File: src/hw/rtl/bpc_pkg.sv
package bpc_pkg;

  localparam int TIME_BITS_DEFAULT = 32;
  localparam int NOW_WIDTH         = 32;
  localparam int CFG_WIDTH         = 16;
  localparam int CFG_INDEX_WIDTH   = 2;

  localparam logic [CFG_WIDTH-1:0] DEBOUNCE_MS_RESET   = 16'd50;
  localparam logic [CFG_WIDTH-1:0] DOUBLE_GAP_MS_RESET = 16'd250;
  localparam logic [CFG_WIDTH-1:0] LONG_PRESS_MS_RESET = 16'd800;

  typedef enum logic [CFG_INDEX_WIDTH-1:0] {
    REG_DEBOUNCE_MS   = 2'd0,
    REG_DOUBLE_GAP_MS = 2'd1,
    REG_LONG_PRESS_MS = 2'd2
  } reg_index_t;

  typedef enum logic [1:0] {
    EV_NONE   = 2'd0,
    EV_SINGLE = 2'd1,
    EV_LONG   = 2'd2,
    EV_DOUBLE = 2'd3
  } press_event_t;

  typedef struct packed {
    logic [CFG_WIDTH-1:0] double_gap_ms;
    logic [CFG_WIDTH-1:0] long_press_ms;
  } class_cfg_t;

endpackage

File: src/hw/rtl/bpc_sample_if.sv
interface bpc_sample_if;
  logic                           valid;
  logic                           ready;
  logic                           raw_level;
  logic [bpc_pkg::NOW_WIDTH-1:0]  now_ms;

  modport source (output valid, output raw_level, output now_ms, input ready);
  modport sink   (input valid, input raw_level, input now_ms, output ready);
endinterface

File: src/hw/rtl/bpc_result_if.sv
interface bpc_result_if;
  logic       valid;
  logic       ready;
  logic [1:0] press_event;
  logic       clean_level;

  modport source (output valid, output press_event, output clean_level, input ready);
  modport sink   (input valid, input press_event, input clean_level, output ready);
endinterface

File: src/hw/rtl/bpc_cfg_if.sv
interface bpc_cfg_if;
  logic                                 valid;
  logic                                 ready;
  logic [bpc_pkg::CFG_INDEX_WIDTH-1:0]  index;
  logic [bpc_pkg::CFG_WIDTH-1:0]        data;

  modport source (output valid, output index, output data, input ready);
  modport sink   (input valid, input index, input data, output ready);
endinterface

File: src/hw/rtl/bpc_debounce.sv
module bpc_debounce #(
  parameter int TIME_BITS = bpc_pkg::TIME_BITS_DEFAULT
) (
  input  logic                           clk,
  input  logic                           rst,
  input  logic                           accept,
  input  logic                           raw_level,
  input  logic [TIME_BITS-1:0]           now,
  input  logic [bpc_pkg::CFG_WIDTH-1:0]  debounce_ms,
  output logic                           level_next
);
  import bpc_pkg::*;

  logic                 previous_raw;
  logic                 debounced_level;
  logic [TIME_BITS-1:0] raw_change_time;
  logic [TIME_BITS-1:0] elapsed;
  logic                 raw_edge;

  assign raw_edge = raw_level != previous_raw;
  assign elapsed  = now - raw_change_time;

  // on a raw edge the change time becomes now, so the level holds as if the elapsed time were zero
  always_comb begin
    level_next = debounced_level;
    if (!raw_edge && (elapsed > TIME_BITS'(debounce_ms))) begin
      level_next = raw_level;
    end
  end

  always_ff @(posedge clk) begin
    if (rst) begin
      previous_raw    <= 1'b0;
      debounced_level <= 1'b0;
      raw_change_time <= '0;
    end else if (accept) begin
      previous_raw    <= raw_level;
      debounced_level <= level_next;
      if (raw_edge) begin
        raw_change_time <= now;
      end
    end
  end

endmodule

File: src/hw/rtl/bpc_queue.sv
module bpc_queue #(
  parameter int WIDTH = bpc_pkg::TIME_BITS_DEFAULT + 1
) (
  input  logic             clk,
  input  logic             rst,
  input  logic             push,
  input  logic [WIDTH-1:0] push_data,
  input  logic             pop,
  output logic [WIDTH-1:0] head,
  output logic             not_empty,
  output logic             not_full
);
  import bpc_pkg::*;

  logic [WIDTH-1:0] mem [2];
  logic             wr_ptr;
  logic             rd_ptr;
  logic [1:0]       count;

  assign head      = mem[rd_ptr];
  assign not_empty = count != 2'd0;
  assign not_full  = count != 2'd2;

  always_ff @(posedge clk) begin
    if (push) begin
      mem[wr_ptr] <= push_data;
    end
  end

  always_ff @(posedge clk) begin
    if (rst) begin
      wr_ptr <= 1'b0;
      rd_ptr <= 1'b0;
      count  <= 2'd0;
    end else begin
      if (push) begin
        wr_ptr <= ~wr_ptr;
      end
      if (pop) begin
        rd_ptr <= ~rd_ptr;
      end
      if (push && !pop) begin
        count <= count + 2'd1;
      end else if (pop && !push) begin
        count <= count - 2'd1;
      end
    end
  end

endmodule

File: src/hw/rtl/bpc_classify.sv
module bpc_classify #(
  parameter int TIME_BITS = bpc_pkg::TIME_BITS_DEFAULT
) (
  input  logic                 clk,
  input  logic                 rst,
  input  logic                 item_valid,
  input  logic                 cur,
  input  logic [TIME_BITS-1:0] now,
  input  bpc_pkg::class_cfg_t  cfg,
  output logic                 take,
  bpc_result_if.source         result
);
  import bpc_pkg::*;

  logic                 previous_debounced;
  logic [TIME_BITS-1:0] press_start_time;
  logic [TIME_BITS-1:0] release_time;
  logic                 click_pending;
  logic                 long_already_fired;

  logic                 click_pending_next;
  logic                 long_already_fired_next;
  logic                 set_press_start;
  logic                 set_release;
  press_event_t         ev;

  logic [TIME_BITS-1:0] since_release;
  logic [TIME_BITS-1:0] since_press;
  logic                 within_gap;

  logic                 out_valid;
  press_event_t         out_event;
  logic                 out_level;

  assign since_release = now - release_time;
  assign since_press   = now - press_start_time;
  assign within_gap    = since_release <= TIME_BITS'(cfg.double_gap_ms);

  // output register frees when empty or being taken this cycle
  assign take = item_valid && (!out_valid || result.ready);

  always_comb begin
    ev                      = EV_NONE;
    click_pending_next      = click_pending;
    long_already_fired_next = long_already_fired;
    set_press_start         = 1'b0;
    set_release             = 1'b0;
    case ({cur, previous_debounced})
      2'b10: begin
        set_press_start         = 1'b1;
        long_already_fired_next = 1'b0;
      end
      2'b01: begin
        // a release that ends a long press counts no click
        if (!long_already_fired) begin
          if (click_pending && within_gap) begin
            ev                 = EV_DOUBLE;
            click_pending_next = 1'b0;
          end else begin
            click_pending_next = 1'b1;
            set_release        = 1'b1;
          end
        end
      end
      2'b11: begin
        if (!long_already_fired && (since_press >= TIME_BITS'(cfg.long_press_ms))) begin
          ev                      = EV_LONG;
          long_already_fired_next = 1'b1;
          click_pending_next      = 1'b0;
        end
      end
      default: begin
        if (click_pending && !within_gap) begin
          ev                 = EV_SINGLE;
          click_pending_next = 1'b0;
        end
      end
    endcase
  end

  always_ff @(posedge clk) begin
    if (rst) begin
      previous_debounced <= 1'b0;
      click_pending      <= 1'b0;
      long_already_fired <= 1'b0;
      press_start_time   <= '0;
      release_time       <= '0;
    end else if (take) begin
      previous_debounced <= cur;
      click_pending      <= click_pending_next;
      long_already_fired <= long_already_fired_next;
      if (set_press_start) begin
        press_start_time <= now;
      end
      if (set_release) begin
        release_time <= now;
      end
    end
  end

  always_ff @(posedge clk) begin
    if (rst) begin
      out_valid <= 1'b0;
    end else if (take) begin
      out_valid <= 1'b1;
    end else if (result.ready) begin
      out_valid <= 1'b0;
    end
  end

  always_ff @(posedge clk) begin
    if (take) begin
      out_event <= ev;
      out_level <= cur;
    end
  end

  assign result.valid       = out_valid;
  assign result.press_event = out_event;
  assign result.clean_level = out_level;

endmodule

File: src/hw/rtl/button_press_classifier_top.sv
// Debounces a sampled button level and classifies presses as single, double
// or long. One sample is taken per clock cycle while the queue has room; a
// sample passes from the debounce front end through the two-entry queue to
// the classifier and then into the output register. The front end keeps
// accepting while the two-entry queue has room, so a stalled result port
// holds off the input only after the queue and the output register have
// filled. Timestamps are compared modulo 2^TIME_BITS; the 32-bit now_ms is
// zero-extended or truncated to that width. Settings are written through the
// cfg port (0 debounce, 1 double-click gap, 2 long-press time, all in ms, 16
// bits); the user must write them only while the block is idle, which the
// block itself does not enforce; other indexes are ignored.
module button_press_classifier_top #(
  parameter int TIME_BITS = bpc_pkg::TIME_BITS_DEFAULT
) (
  input  logic         clk,
  input  logic         rst,
  bpc_sample_if.sink   sample,
  bpc_result_if.source result,
  bpc_cfg_if.sink      cfg
);
  import bpc_pkg::*;

  logic [CFG_WIDTH-1:0] debounce_ms;
  logic [CFG_WIDTH-1:0] double_gap_ms;
  logic [CFG_WIDTH-1:0] long_press_ms;
  class_cfg_t           class_cfg;

  logic [63:0]          now_wide;
  logic [TIME_BITS-1:0] now;
  logic                 accept;
  logic                 level_next;
  logic                 q_not_full;
  logic                 q_not_empty;
  logic                 q_pop;
  logic [TIME_BITS:0]   q_head;

  assign cfg.ready = 1'b1;

  always_ff @(posedge clk) begin
    if (rst) begin
      debounce_ms   <= DEBOUNCE_MS_RESET;
      double_gap_ms <= DOUBLE_GAP_MS_RESET;
      long_press_ms <= LONG_PRESS_MS_RESET;
    end else if (cfg.valid) begin
      case (cfg.index)
        REG_DEBOUNCE_MS:   debounce_ms   <= cfg.data;
        REG_DOUBLE_GAP_MS: double_gap_ms <= cfg.data;
        REG_LONG_PRESS_MS: long_press_ms <= cfg.data;
        default: begin
        end
      endcase
    end
  end

  assign class_cfg.double_gap_ms = double_gap_ms;
  assign class_cfg.long_press_ms = long_press_ms;

  assign now_wide     = {32'd0, sample.now_ms};
  assign now          = now_wide[TIME_BITS-1:0];
  assign sample.ready = q_not_full;
  assign accept       = sample.valid && q_not_full;

  bpc_debounce #(
    .TIME_BITS (TIME_BITS)
  ) u_debounce (
    .clk         (clk),
    .rst         (rst),
    .accept      (accept),
    .raw_level   (sample.raw_level),
    .now         (now),
    .debounce_ms (debounce_ms),
    .level_next  (level_next)
  );

  bpc_queue #(
    .WIDTH (TIME_BITS + 1)
  ) u_queue (
    .clk       (clk),
    .rst       (rst),
    .push      (accept),
    .push_data ({level_next, now}),
    .pop       (q_pop),
    .head      (q_head),
    .not_empty (q_not_empty),
    .not_full  (q_not_full)
  );

  bpc_classify #(
    .TIME_BITS (TIME_BITS)
  ) u_classify (
    .clk        (clk),
    .rst        (rst),
    .item_valid (q_not_empty),
    .cur        (q_head[TIME_BITS]),
    .now        (q_head[TIME_BITS-1:0]),
    .cfg        (class_cfg),
    .take       (q_pop),
    .result     (result)
  );

endmodule

File: src/flat_wrapper.sv
// flat-port wrapper written by rule: the top's interface ports become plain ports
module button_press_classifier_top_flat import bpc_pkg::*;
#(
  parameter int TIME_BITS = bpc_pkg::TIME_BITS_DEFAULT
)
  (clk, rst, sample_valid, sample_raw_level, sample_now_ms, sample_ready, result_valid, result_press_event, result_clean_level, result_ready, cfg_valid, cfg_index, cfg_data, cfg_ready);
  bpc_sample_if sample_i ();
  bpc_result_if result_i ();
  bpc_cfg_if cfg_i ();
  input  logic clk;
  input  logic rst;
  input wire logic [$bits(sample_i.valid)-1:0] sample_valid;
  input wire logic [$bits(sample_i.raw_level)-1:0] sample_raw_level;
  input wire logic [$bits(sample_i.now_ms)-1:0] sample_now_ms;
  output wire logic [$bits(sample_i.ready)-1:0] sample_ready;
  output wire logic [$bits(result_i.valid)-1:0] result_valid;
  output wire logic [$bits(result_i.press_event)-1:0] result_press_event;
  output wire logic [$bits(result_i.clean_level)-1:0] result_clean_level;
  input wire logic [$bits(result_i.ready)-1:0] result_ready;
  input wire logic [$bits(cfg_i.valid)-1:0] cfg_valid;
  input wire logic [$bits(cfg_i.index)-1:0] cfg_index;
  input wire logic [$bits(cfg_i.data)-1:0] cfg_data;
  output wire logic [$bits(cfg_i.ready)-1:0] cfg_ready;
  assign sample_i.valid = sample_valid;
  assign sample_i.raw_level = sample_raw_level;
  assign sample_i.now_ms = sample_now_ms;
  assign sample_ready = sample_i.ready;
  assign result_valid = result_i.valid;
  assign result_press_event = result_i.press_event;
  assign result_clean_level = result_i.clean_level;
  assign result_i.ready = result_ready;
  assign cfg_i.valid = cfg_valid;
  assign cfg_i.index = cfg_index;
  assign cfg_i.data = cfg_data;
  assign cfg_ready = cfg_i.ready;
  button_press_classifier_top #(.TIME_BITS(TIME_BITS)) u_core (.clk(clk), .rst(rst), .sample(sample_i), .result(result_i), .cfg(cfg_i));
endmodule
File: config.mk
export PLATFORM = sky130hd
export DESIGN_NAME = button_press_classifier_top_flat
export DESIGN_NICKNAME = d
export VERILOG_FILES = /design/src/hw/rtl/bpc_pkg.sv /design/src/hw/rtl/bpc_sample_if.sv /design/src/hw/rtl/bpc_result_if.sv /design/src/hw/rtl/bpc_cfg_if.sv /design/src/hw/rtl/bpc_debounce.sv /design/src/hw/rtl/bpc_queue.sv /design/src/hw/rtl/bpc_classify.sv /design/src/hw/rtl/button_press_classifier_top.sv /design/src/flat_wrapper.sv
export SDC_FILE = /design/constraint.sdc
export NUM_CORES = 1
export LEC_CHECK = 0
export ABC_CLOCK_PERIOD_IN_PS = 5980
export BUFFER_PORTS_ARGS = -buffer_cell sky130_fd_sc_hd__buf_2
export CELL_PAD_IN_SITES_DETAIL_PLACEMENT = 0
export CELL_PAD_IN_SITES_GLOBAL_PLACEMENT = 1
export CORE_ASPECT_RATIO = 1.25
export CORE_UTILIZATION = 48
export CTS_CLUSTER_SIZE = 25
export DETAILED_ROUTE_END_ITERATION = 12
export PLACE_DENSITY_LB_ADDON = 0.25
export SLEW_MARGIN = 20
export SYNTH_ARGS = -nofsm -noshare
export SYNTH_HDL_FRONTEND = slang
export SYNTH_HIERARCHICAL = 1
export SYNTH_SLANG_ARGS = --single-unit
File: constraint.sdc
create_clock -name clk -period 5.98 [get_ports clk]
set_clock_uncertainty 0.05 [all_clocks]
set_input_delay 0.598 -clock clk [delete_from_list [all_inputs] [get_ports clk]]
set_output_delay 0.598 -clock clk [all_outputs]
set_load 0.005 [all_outputs]
==> results.cfg, run 1 <==
[route]
routed_via_count = 13500
detailedRoute.firstIterationViolations = 714
ant_nets = 0
drt_drc_violations_left = 0
drtPass1Iterations = 5
routed_wl_mm = 41.7
drt-wirelength-per-cell_um = 17.7
vias_per_cell = 5.75

[layout]
post-route-cell-area_sq_um = 17400
area.growth.synth_to_final_pct = 8.53
fin_nets = 2118
number_of_diodes = 0
fin_cells = 2352
fraction_of_final_layout_cells_with_drive_strength_greater_than_1_pct = 8.53
post_route_core_utilization_pct = 53.0

[logic_synthesis]
ys_top_cells_by_area = sky130_fd_sc_hd__dfxtp_1 19%, sky130_fd_sc_hd__edfxtp_1 13%, sky130_fd_sc_hd__ha_1 11%
yosys.area_share.adder_pct = 11.5
seq_area_frac_synth_pct = 32.4
ys_seq_elements = 224
async_flop_share_pct = 0
simple_logic_cell_fraction_of_the_synthesized_area_pct = 19.0
synth_top_family_by_area = compound AO/OA/AOI/OAI gates
synth-warning-count = 6
dominantRegCellSynth = sky130_fd_sc_hd__dfxtp_1
number_of_cells_produced_by_synthesis = 1903
synth_area_per_cell_sq_um = 8.40
yosysTopAreaCellShare_pct = 19.4
mappedNetlistArea_sq_um = 16000
synth_enable_flop_cells = 69
postSynthNetCount = 2104
synth_xor_xnor_area_share_pct = 3.29
synth_area_leader_cell = sky130_fd_sc_hd__dfxtp_1
synth-compound-area-share_pct = 21.1
synth.distinct_cells = 100
post_synth_mux_area_share_pct = 5.80

[setup_path]
crit_path_cell_trace = buf_4, mux2_1, ha_1, a21o_1, a21oi_4, nand2_1, a21o_1, a21oi_1, o21bai_1, a21oi_1, xnor2_1, ha_1, nand4_1, nand2b_1, a31oi_1, nor4bb_1, buf_4, o2111ai_1, nor4_1, or4b_1, mux2_2, o31a_1
critical_path.startpoint_type = flip-flop
critPathBufInv = 2
slowest_delay_ns = 0.54
arr_time_crit_path_ns = 5.96
worstPathMaxFanout = 7
capturing_element_type_of_the_critical_path = flip-flop
cp_top_family = compound AO/OA/AOI/OAI gates
timing.critical_path.required_ns = 6.34
critical_path.slowest_cell = sky130_fd_sc_hd__or4b_1
critical_path_class = flip-flop to flip-flop

[power]
power_report.internal_total_mw = 4.27
ir_worst_vdd_uv = 248
leakage_power_figure_nw = 6.60
clkPwrFrac_pct = 20.0
pwr-share-comb_pct = 55.2
power-per-cell-area_nw_per_um2 = 433
seq_power_share_pct = 24.8
netSwitchingPower_mw = 3.24
power.switching_fraction_pct = 43.1

[clocking]
clk_root_buffer_cell = sky130_fd_sc_hd__clkbuf_16
post_cts_buffers = 0
clock_edge_transition_at_the_registers_on_the_reported_setup_and_hold_paths_ns = 0.07
cts.hold.buffers_added = 0
cts_repair_resizes = 0
cts_buffers = 23
cts.htree.levels = 1
cts-root-to-sink-buffers = 3
cts_sinks = 224
tritoncts = built
worstSkewPairLatency_ns = 0.53

[placement]
post-place-cells = 2310
count_of_buffers_inserted_at_the_top_level_ports = 60
hpwl_detailed_mm = 32.7
place.gp.congestion = 0.919
placed_area_sq_um = 16600

[outcome]
outcome = completed

[grt]
antenna_found_initial = 0
pin_count_of_the_biggest_net_entering_global_routing = 67
grt_util_all_layers_pct = 24.9
grt_first_pass_wirelength_mm = 67.3
global_route.overflow_total = 0
first_global_vias = 12800

[sta]
worst_hold_slack_ns = 0.256
setup_viol_count_final = 0
fmax_mhz = 178
tightestPinTransition_ns = 0.862
rsz0062_at_grt = false
slew_headroom_pct = 41.0
post-route-min-period_ns = 5.60
max_slew_vio_count = 0
final_hold_viol_count = 0
layout_worst_path_cycle_share_pct = 93.7
setup-tns-final_ns = 0

[die]
floorplan.rows = 74
num_io_pins = 62
initial_core_util_pct = 48.8
core_area_sq_um = 32800
die_area_sq_um = 34100
die_w_um = 165
floorplan.die.height_um = 206

[min_path]
hold_class = input pin to flip-flop

[flow_run]
timing.max_cap.violations = 0
[metal layers]
| layer | track usage, % | part of all wire [%] | vias up |
|---|---|---|---|
| met3 | 1.97 | 2.9 | 69 |
| met2 | 43.1 | 48 | 270 |
| met5 | 0 | 0 | - |
| met4 | 8.16 | 2.7 | 0 |
| li1 | - | - | 6818 |
| met1 | 32.6 | 46 | 6369 |
[cells by family after synthesis]
logic type,count (synthesis)
adder cells (fa/ha/maj),145
other,1
buffers and inverters,267
AO/OA/AOI/OAI,527
multiplexers,88
XOR/XNOR,60
flip-flops,224
AND/OR/NAND/NOR,591
[layout by cell type (no fill, tap or decap), types with 12 or more instances in the layout]
cell type and n:
sky130_fd_sc_hd__ha_1 142, sky130_fd_sc_hd__nand3_1 25, sky130_fd_sc_hd__o21a_1 30, sky130_fd_sc_hd__a21o_1 36, sky130_fd_sc_hd__o211ai_1 16, sky130_fd_sc_hd__edfxtp_1 69, sky130_fd_sc_hd__o21ai_0 80, sky130_fd_sc_hd__nor3_1 17
sky130_fd_sc_hd__and3_1 13, sky130_fd_sc_hd__xnor2_1 33, sky130_fd_sc_hd__xor2_1 27, sky130_fd_sc_hd__nor2b_1 12, sky130_fd_sc_hd__buf_4 21, sky130_fd_sc_hd__nor2_1 87, sky130_fd_sc_hd__dfxtp_1 154, sky130_fd_sc_hd__inv_1 175
sky130_fd_sc_hd__mux2i_1 51, sky130_fd_sc_hd__buf_2 59, sky130_fd_sc_hd__nand2_1 222, sky130_fd_sc_hd__a21oi_1 212, sky130_fd_sc_hd__clkbuf_16 24, sky130_fd_sc_hd__nand3b_1 34, sky130_fd_sc_hd__nand2b_1 59, sky130_fd_sc_hd__o21ai_1 28
sky130_fd_sc_hd__nand4_1 38, sky130_fd_sc_hd__a211oi_1 14, sky130_fd_sc_hd__mux2_1 33, sky130_fd_sc_hd__a31oi_1 15
[worst reg2reg max path, delay by kind of cell (launching register included)]
| kind | cells | cell delay (ns) |
|---|---|---|
| AOI/OAI and AO/OA | 9 | 1.58 |
| xor gates and xnor gates | 1 | 0.14 |
| adders and majority gates | 2 | 0.68 |
| buffers and inverters | 2 | 0.36 |
| DFF | 1 | 0.43 |
| muxes | 2 | 0.72 |
| and+or+nand+nor | 6 | 1.52 |
[state kept, by name, indices dropped and copies added (netlist names), 2 cells and up, named ones only]
signal	count
u_core/u_debounce/raw_change_time	32
u_core/long_press_ms	16
u_core/u_queue/count	2
u_core/u_classify/press_start_time	32
u_core/u_queue/mem	66
u_core/u_classify/result.press_event	2
u_core/double_gap_ms	16
u_core/debounce_ms	16
u_core/u_classify/release_time	32
[synthesized netlist by cell type (15+ instances only)]
cell type	instances
sky130_fd_sc_hd__clkbuf_1	64
sky130_fd_sc_hd__nand3b_1	34
sky130_fd_sc_hd__nand2b_1	59
sky130_fd_sc_hd__nand4_1	38
sky130_fd_sc_hd__a21o_1	36
sky130_fd_sc_hd__mux2_1	33
sky130_fd_sc_hd__a31oi_1	15
sky130_fd_sc_hd__dfxtp_1	155
sky130_fd_sc_hd__o21ai_0	80
sky130_fd_sc_hd__inv_1	175
sky130_fd_sc_hd__a21oi_1	212
sky130_fd_sc_hd__nand2_1	222
sky130_fd_sc_hd__xor2_1	27
sky130_fd_sc_hd__xnor2_1	33
sky130_fd_sc_hd__o211ai_1	16
sky130_fd_sc_hd__ha_1	142
sky130_fd_sc_hd__nand3_1	25
sky130_fd_sc_hd__o21a_1	30
sky130_fd_sc_hd__edfxtp_1	69
sky130_fd_sc_hd__o21ai_1	28
sky130_fd_sc_hd__nor3_1	18
sky130_fd_sc_hd__mux2i_1	51
sky130_fd_sc_hd__nor2_1	88
[through the flow]
stage | total power [mW] | setup slack (ns)
6_report | 7.51 | 0.376
5_1_grt | 8.11 | 0.0212
4_1_cts | 7.53 | 0.224
3_5_place_dp | 5.99 | 0.213
3_3_place_gp | 5.97 | 0.283
2_1_floorplan | 4.96 | 0.979
[area by class of cell]
type / count / area, sq um
inverter: 175 / 657
multi-input combinational: 1412 / 9740
sequential: 224 / 5180
tap: 418 / 523
timing repair buffer: 81 / 473
fill: 3116 / 15400
clock inverter: 17 / 188
clock buffer: 25 / 604
[power by group through the flow]
stage	Clock, mW	Combinational, mW	Sequential, mW
6_report	1.50	4.14	1.87
3_5_place_dp	0	4.09	1.90
3_3_place_gp	0	4.08	1.89
4_1_cts	1.54	4.13	1.86
2_1_floorplan	0	3.09	1.87
5_1_grt	1.60	4.63	1.89
[worst paths after layout]
| path | start | cells after the start | end | slack (ns) |
|---|---|---|---|---|
| worst max-delay path | flip-flop | 22 | u_core/u_classify/click_pending | 0.38 |
| worst min-delay path | sample_now_ms[2] | 1 | u_core/u_queue/mem[0][2] | 0.26 |
| worst max register to register | flip-flop | 22 | u_core/u_classify/click_pending | 0.38 |
| worst min register to register | u_core/u_debounce/raw_change_time[16] | 2 | u_core/u_debounce/raw_change_time[16] | 0.40 |
Note: power is estimated with default switching activity, not from simulation.
==> run 2, diff against run 1 <==
--- a/config.mk
+++ b/config.mk
@@ -7,3 +7,2 @@
 export LEC_CHECK = 0
-export ABC_CLOCK_PERIOD_IN_PS = 5980
 export BUFFER_PORTS_ARGS = -buffer_cell sky130_fd_sc_hd__buf_2
==> constraint.sdc (replaced) <==
create_clock -name clk -period 5.98 [get_ports clk]
set_clock_uncertainty 0.05 [all_clocks]
set_input_delay 0 -clock clk [delete_from_list [all_inputs] [get_ports clk]]
set_output_delay 0 -clock clk [all_outputs]
set_load 0.005 [all_outputs]
==> run 2 against run 1 <==
Effect of this change: the run now ends with negative hold slack left; worst hold slack got worse by 0.26 ns; critical path depth is 1 higher; cell area grew 3.6%; worst setup slack better by 0.055 ns; combinational power hardly changed; clock power rose by 9%; maximum frequency is 1.0% higher; total power increased by 2.4%; clock-buffer cell count rose by 3; sequential share of layout area is 1.0 points lower; largest power group unchanged; first-iteration DRC count grew 39%; die area unchanged.
==> results.cfg, run 2 (synthesized netlist as in run 1, its figures left out) <==
[layout]
fin_cells = 2406
layout_commonest_cell = sky130_fd_sc_hd__nand2_1
number_of_diodes = 0
area.growth.synth_to_final_pct = 12.5
mostFrequentLayoutCells = 222 x sky130_fd_sc_hd__nand2_1, 212 x sky130_fd_sc_hd__a21oi_1, 175 x sky130_fd_sc_hd__inv_1
number_of_flip_flops_in_the_largest_register = 66
fraction_of_final_layout_cells_with_drive_strength_greater_than_1_pct = 8.10
post-route-cell-area_sq_um = 18000
regMostFlops = u_core/u_queue/mem
fin_nets = 2170

[setup_path]
arr_time_crit_path_ns = 5.88
worstPathMaxFanout = 65
rrSetupSlack_ns = 0.43
rr_endpoint = u_core/u_classify/release_time[27]
timing.reg2reg.worst_path_depth = 23
critical_path_class = flip-flop to flip-flop
critical_path.startpoint_type = flip-flop
capturing_element_type_of_the_critical_path = flip-flop
timing.critical_path.required_ns = 6.31
critical_path.endpoint = u_core/u_classify/release_time[27]

[placement]
post-place-cells = 2302
hpwl_detailed_mm = 32.3
placed_area_sq_um = 16500
place.gp.congestion = 0.897
count_of_buffers_inserted_at_the_top_level_ports = 60

[grt]
global_route.overflow_total = 0
globalRoute.busiestLayer = met2
pin_count_of_the_biggest_net_entering_global_routing = 179
met2_usage_pct = 44.4
grt_first_pass_wirelength_mm = 68.8
grt_util_all_layers_pct = 25.6
antenna_found_initial = 0
first_global_vias = 13200
grt.met1_usage_pct = 33.1
grt_use_met3_pct = 2.37

[die]
floorplan.die.height_um = 206
num_io_pins = 62
die_area_sq_um = 34100
floorplan.rows = 74
die_w_um = 165
core_area_sq_um = 32800
initial_core_util_pct = 48.8

[power]
power-per-cell-area_nw_per_um2 = 427
ir_worst_vdd_uv = 243
leakage_power_figure_nw = 6.83

[route]
routed_wl_mm = 43.2
detailedRoute.firstIterationViolations = 990
drtPass1Iterations = 5
drt-wirelength-per-cell_um = 18.0
ant_nets = 0
vias_per_cell = 5.75
drt_drc_violations_left = 0
routed_via_count = 13800

[min_path]
hold_class = input pin to flip-flop
whs_path_depth = 3

[clocking]
cts-root-to-sink-buffers = 3
cts_buffers = 25
cts.htree.levels = 1
cts_sinks = 224
worstSkewPairLatency_ns = 0.56
tritoncts = built
clk_root_buffer_cell = sky130_fd_sc_hd__clkbuf_16
clock_edge_transition_at_the_registers_on_the_reported_setup_and_hold_paths_ns = 0.07

[sta]
max_slew_vio_count = 0
setup-tns-final_ns = 0
final_hold_viol_count = 1
layout_worst_path_cycle_share_pct = 92.8
worst_hold_slack_ns = -0.00289
fmax_mhz = 180
slew_headroom_pct = 38.9
post-route-min-period_ns = 5.55
tightestPinTransition_ns = 0.913
setup_viol_count_final = 0

[outcome]
outcome = finished with violations
failed_checks = negative hold slack

[flow_run]
timing.max_cap.violations = 0
==> run 2: per-stage QoR <==
stage               util (%)  setup slack, ns  total power [mW]
global placement        50.4            0.249              5.92
detailed placement      50.4            0.133              5.97
floorplan                  -            0.979              4.96
CTS                     54.8           0.0720              7.67
global route            54.9         -0.00175              8.26
finish                  54.9            0.431              7.69
==> run 2: repair_timing <==
item,in CTS,in global routing
endpoints found under the hold margin,150,0
hold buffers,57,0
setup buffers,0,1
endpoints found under the setup margin,0,35
gates resized for setup,0,2
==> run 2: critical path: stages, from the launching register on <==
cell                       delay (ns)
sky130_fd_sc_hd__dfxtp_2         0.47
sky130_fd_sc_hd__buf_4           0.19
sky130_fd_sc_hd__mux2_1          0.40
sky130_fd_sc_hd__ha_1            0.42
sky130_fd_sc_hd__a21o_1          0.24
sky130_fd_sc_hd__a21oi_4         0.24
sky130_fd_sc_hd__nand2_1         0.11
sky130_fd_sc_hd__a21o_1          0.20
sky130_fd_sc_hd__a21oi_1         0.23
sky130_fd_sc_hd__o21bai_1        0.09
sky130_fd_sc_hd__a21oi_1         0.18
sky130_fd_sc_hd__xnor2_1         0.14
sky130_fd_sc_hd__ha_1            0.26
sky130_fd_sc_hd__nand4_1         0.09
sky130_fd_sc_hd__nand2b_1        0.11
sky130_fd_sc_hd__a31oi_1         0.09
sky130_fd_sc_hd__nor4bb_2        0.30
sky130_fd_sc_hd__buf_4           0.17
sky130_fd_sc_hd__o21ai_0         0.08
sky130_fd_sc_hd__or4b_1          0.52
sky130_fd_sc_hd__nor4_4          0.28
sky130_fd_sc_hd__buf_12          0.27
sky130_fd_sc_hd__nand3b_1        0.15
sky130_fd_sc_hd__a21oi_1         0.07
==> run 2: area by class of cell <==
type	count	area, sq um
inverters	175	657
clock inverters	18	221
flip-flops and latches	224	5180
well taps	418	523
repair buffers	131	1000
clock buffers	28	657
multi-input cells	1412	9750
fillers	3098	14800
==> run 2: layer usage <==
layer,wire (um),share of wire (%)
met2,21200,49
met1,19500,45
met4,1150,2.7
met5,0,0
met3,1390,3.2
==> run 2: power by group <==
part | leakage, nW | internal [mW] | switching [mW]
logic | 4.50 | 1.63 | 2.54
clock network | 0.424 | 0.974 | 0.667
registers | 1.91 | 1.78 | 0.0960
total | 6.83 | 4.38 | 3.30
==> run 2: how the worst min path moves through the flow <==
| stage | from | endpoint |
|---|---|---|
| 3_5_place_dp | sample_now_ms[27] | u_core/u_queue/mem[0][27] |
| 5_1_grt | sample_valid | u_core/u_debounce/debounced_level |
| 3_3_place_gp | sample_now_ms[20] | u_core/u_queue/mem[0][20] |
| 2_1_floorplan | rst | u_core/u_queue/count[1] |
| 6_report | rst | u_core/u_queue/count[0] |
| 4_1_cts | sample_valid | u_core/u_debounce/debounced_level |
==> run 3, diff against run 2 <==
CELL_PAD_IN_SITES_DETAIL_PLACEMENT = unset   (was 0)
CELL_PAD_IN_SITES_GLOBAL_PLACEMENT = unset   (was 1)
CORE_UTILIZATION = 64   (was 48)
CTS_CLUSTER_SIZE = unset   (was 25)
==> run 3 against run 2 <==
Effect of this change: the run now ends clean; worst setup slack lost 0.17 ns; largest power group unchanged; sequential cell count is the same; sequential share of layout area grew 0.30 points; maximum frequency shrank 3.0%; non-clock buffer count is the same; worst hold slack gained 0.071 ns; sequential power is essentially flat; global-route usage grew 7.6 points.
==> results.cfg, run 3 (synthesized netlist as in run 1, its figures left out) <==
[outcome]
outcome = completed

[grt]
grt.met1_usage_pct = 40.8
grt_use_met3_pct = 3.82
met2_usage_pct = 59.3
grt_first_pass_wirelength_mm = 67.0
first_global_vias = 13600
grt_util_all_layers_pct = 33.1
global_route.overflow_total = 0
pin_count_of_the_biggest_net_entering_global_routing = 85
globalRoute.busiestLayer = met2
antenna_found_initial = 0

[setup_path]
arr_time_crit_path_ns = 6.08
crit_path_cell_trace = buf_4, mux2_1, ha_1, a21o_1, a21oi_4, nand2_1, a21o_1, a21oi_1, o21bai_1, a21oi_1, xnor2_1, ha_1, nand4_1, nand2b_1, a31oi_1, nor4bb_2, o2111ai_1, nor4_1, or4b_1, mux2_2, o31a_1
timing.critical_path.required_ns = 6.34
critPathBufInv = 1
critical_path_class = flip-flop to flip-flop
worstPathMaxFanout = 8
critical_path.slowest_cell = sky130_fd_sc_hd__dfxtp_1
rrSetupSlack_ns = 0.26
cp_top_family = compound AO/OA/AOI/OAI gates
slowest_delay_ns = 0.54
timing.reg2reg.worst_path_depth = 21
rr_endpoint = u_core/u_classify/click_pending
critical_path.startpoint_type = flip-flop
capturing_element_type_of_the_critical_path = flip-flop

[layout]
regMostFlops = u_core/u_queue/mem
fin_nets = 2170
number_of_diodes = 0
area.growth.synth_to_final_pct = 11.3
mostFrequentLayoutCells = 221 x sky130_fd_sc_hd__nand2_1, 212 x sky130_fd_sc_hd__a21oi_1, 175 x sky130_fd_sc_hd__inv_1
post_route_core_utilization_pct = 72.6
number_of_flip_flops_in_the_largest_register = 66
fraction_of_final_layout_cells_with_drive_strength_greater_than_1_pct = 7.70
fin_cells = 2318
layout_commonest_cell = sky130_fd_sc_hd__nand2_1

[min_path]
min_from = sample_valid
whs_endpoint = u_core/u_debounce/debounced_level
whs_path_depth = 4
hold_class = input pin to flip-flop

[die]
floorplan.die.height_um = 179
initial_core_util_pct = 65.3
floorplan.rows = 64
die_area_sq_um = 25600
num_io_pins = 62
die_w_um = 143
core_area_sq_um = 24500

[power]
power-per-cell-area_nw_per_um2 = 427
clkPwrFrac_pct = 20.3
pwr-share-comb_pct = 55.0
ir_worst_vdd_uv = 273
netSwitchingPower_mw = 3.27
leakage_power_figure_nw = 6.80
power.switching_fraction_pct = 43.1
finalPower_mw = 7.60
seq_power_share_pct = 24.7
power_report.internal_total_mw = 4.32

[sta]
rsz0062_at_grt = false
setup-tns-final_ns = 0
setup_viol_count_final = 0
post-route-min-period_ns = 5.72
final_hold_viol_count = 0
setup_slack_ns = 0.259
slew_headroom_pct = 37.5
layout_worst_path_cycle_share_pct = 95.7
tightestPinTransition_ns = 0.935
max_slew_vio_count = 0
fmax_mhz = 175

[route]
routed_via_count = 14200
drtPass1Iterations = 5
detailedRoute.firstIterationViolations = 988
ant_nets = 0
drt_drc_violations_left = 0
drt-wirelength-per-cell_um = 18.4
vias_per_cell = 6.14
routed_wl_mm = 42.6

[placement]
count_of_buffers_inserted_at_the_top_level_ports = 60
place_ws_ns = 0.320
post-place-cells = 2215
place.gp.congestion = 0.937
hpwl_detailed_mm = 31.4

[clocking]
clk_root_buffer_cell = sky130_fd_sc_hd__clkbuf_16
clock_edge_transition_at_the_registers_on_the_reported_setup_and_hold_paths_ns = 0.06
cts.htree.levels = 1
cts_buffers = 25
tritoncts = built
post_cts_buffers = 0
cts-root-to-sink-buffers = 3
cts_sinks = 224
worstSkewPairLatency_ns = 0.54

[flow_run]
timing.max_cap.violations = 0
[run 3: metal layers]
layer / up-vias / routed length (um)
met2: 442 / 21100
li1: 6931 / -
met3: 101 / 2360
met4: 0 / 1430
met5: - / 0
met1: 6766 / 17700
[run 3: per-stage QoR]
stage / area, sq um / hold WS, ns
floorplan: 16000 / 0.0191
global placement: 16400 / 0.188
detailed placement: 16400 / 0.184
CTS: 17800 / 0.0321
global route: 17800 / 0.0799
finish: 17800 / 0.0682
[run 3: tightest hold or removal path, cell delays in order]
cell and delay [ns]:
sky130_fd_sc_hd__buf_2 0.09, sky130_fd_sc_hd__and2_1 0.28, sky130_fd_sc_hd__nand4_1 0.13, sky130_fd_sc_hd__o211ai_1 0.08
[run 3: final cells by class]
type                    count  area (sq um)
repair buffers            131           991
clock buffers              34           669
flip-flops and latches    224          5170
inverters                 175           657
multi-input cells        1412          9750
fillers                  1898          6710
clock inverters            12           144
well taps                 330           413
[run 3: how the worst max path moves through the flow]
stage / end / slack (ns) / start / cells after the start
6_report: u_core/u_classify/click_pending / 0.26 / flip-flop / 21
5_1_grt: u_core/u_classify/release_time[0] / 0.01 / flip-flop / 22
4_1_cts: u_core/u_classify/click_pending / 0.27 / flip-flop / 21
3_5_place_dp: u_core/u_classify/click_pending / 0.32 / flip-flop / 21
3_3_place_gp: u_core/u_classify/click_pending / 0.41 / flip-flop / 21
2_1_floorplan: u_core/u_classify/result.press_event[1] / 0.98 / flip-flop / 26
[run 3: timing repair]
action	CTS	global route
setup endpoints to repair	0	25
resized for setup	0	1
hold endpoints to repair	172	0
hold buffers	57	0
[run 3: power by group through the flow]
stage | sequential [mW] | clock (mW) | combinational (mW)
after detailed placement | 1.90 | 0 | 4.03
after floorplan | 1.87 | 0 | 3.09
after CTS | 1.87 | 1.55 | 4.09
after global placement | 1.89 | 0 | 3.94
after global routing | 1.89 | 1.62 | 4.60
final | 1.87 | 1.54 | 4.18
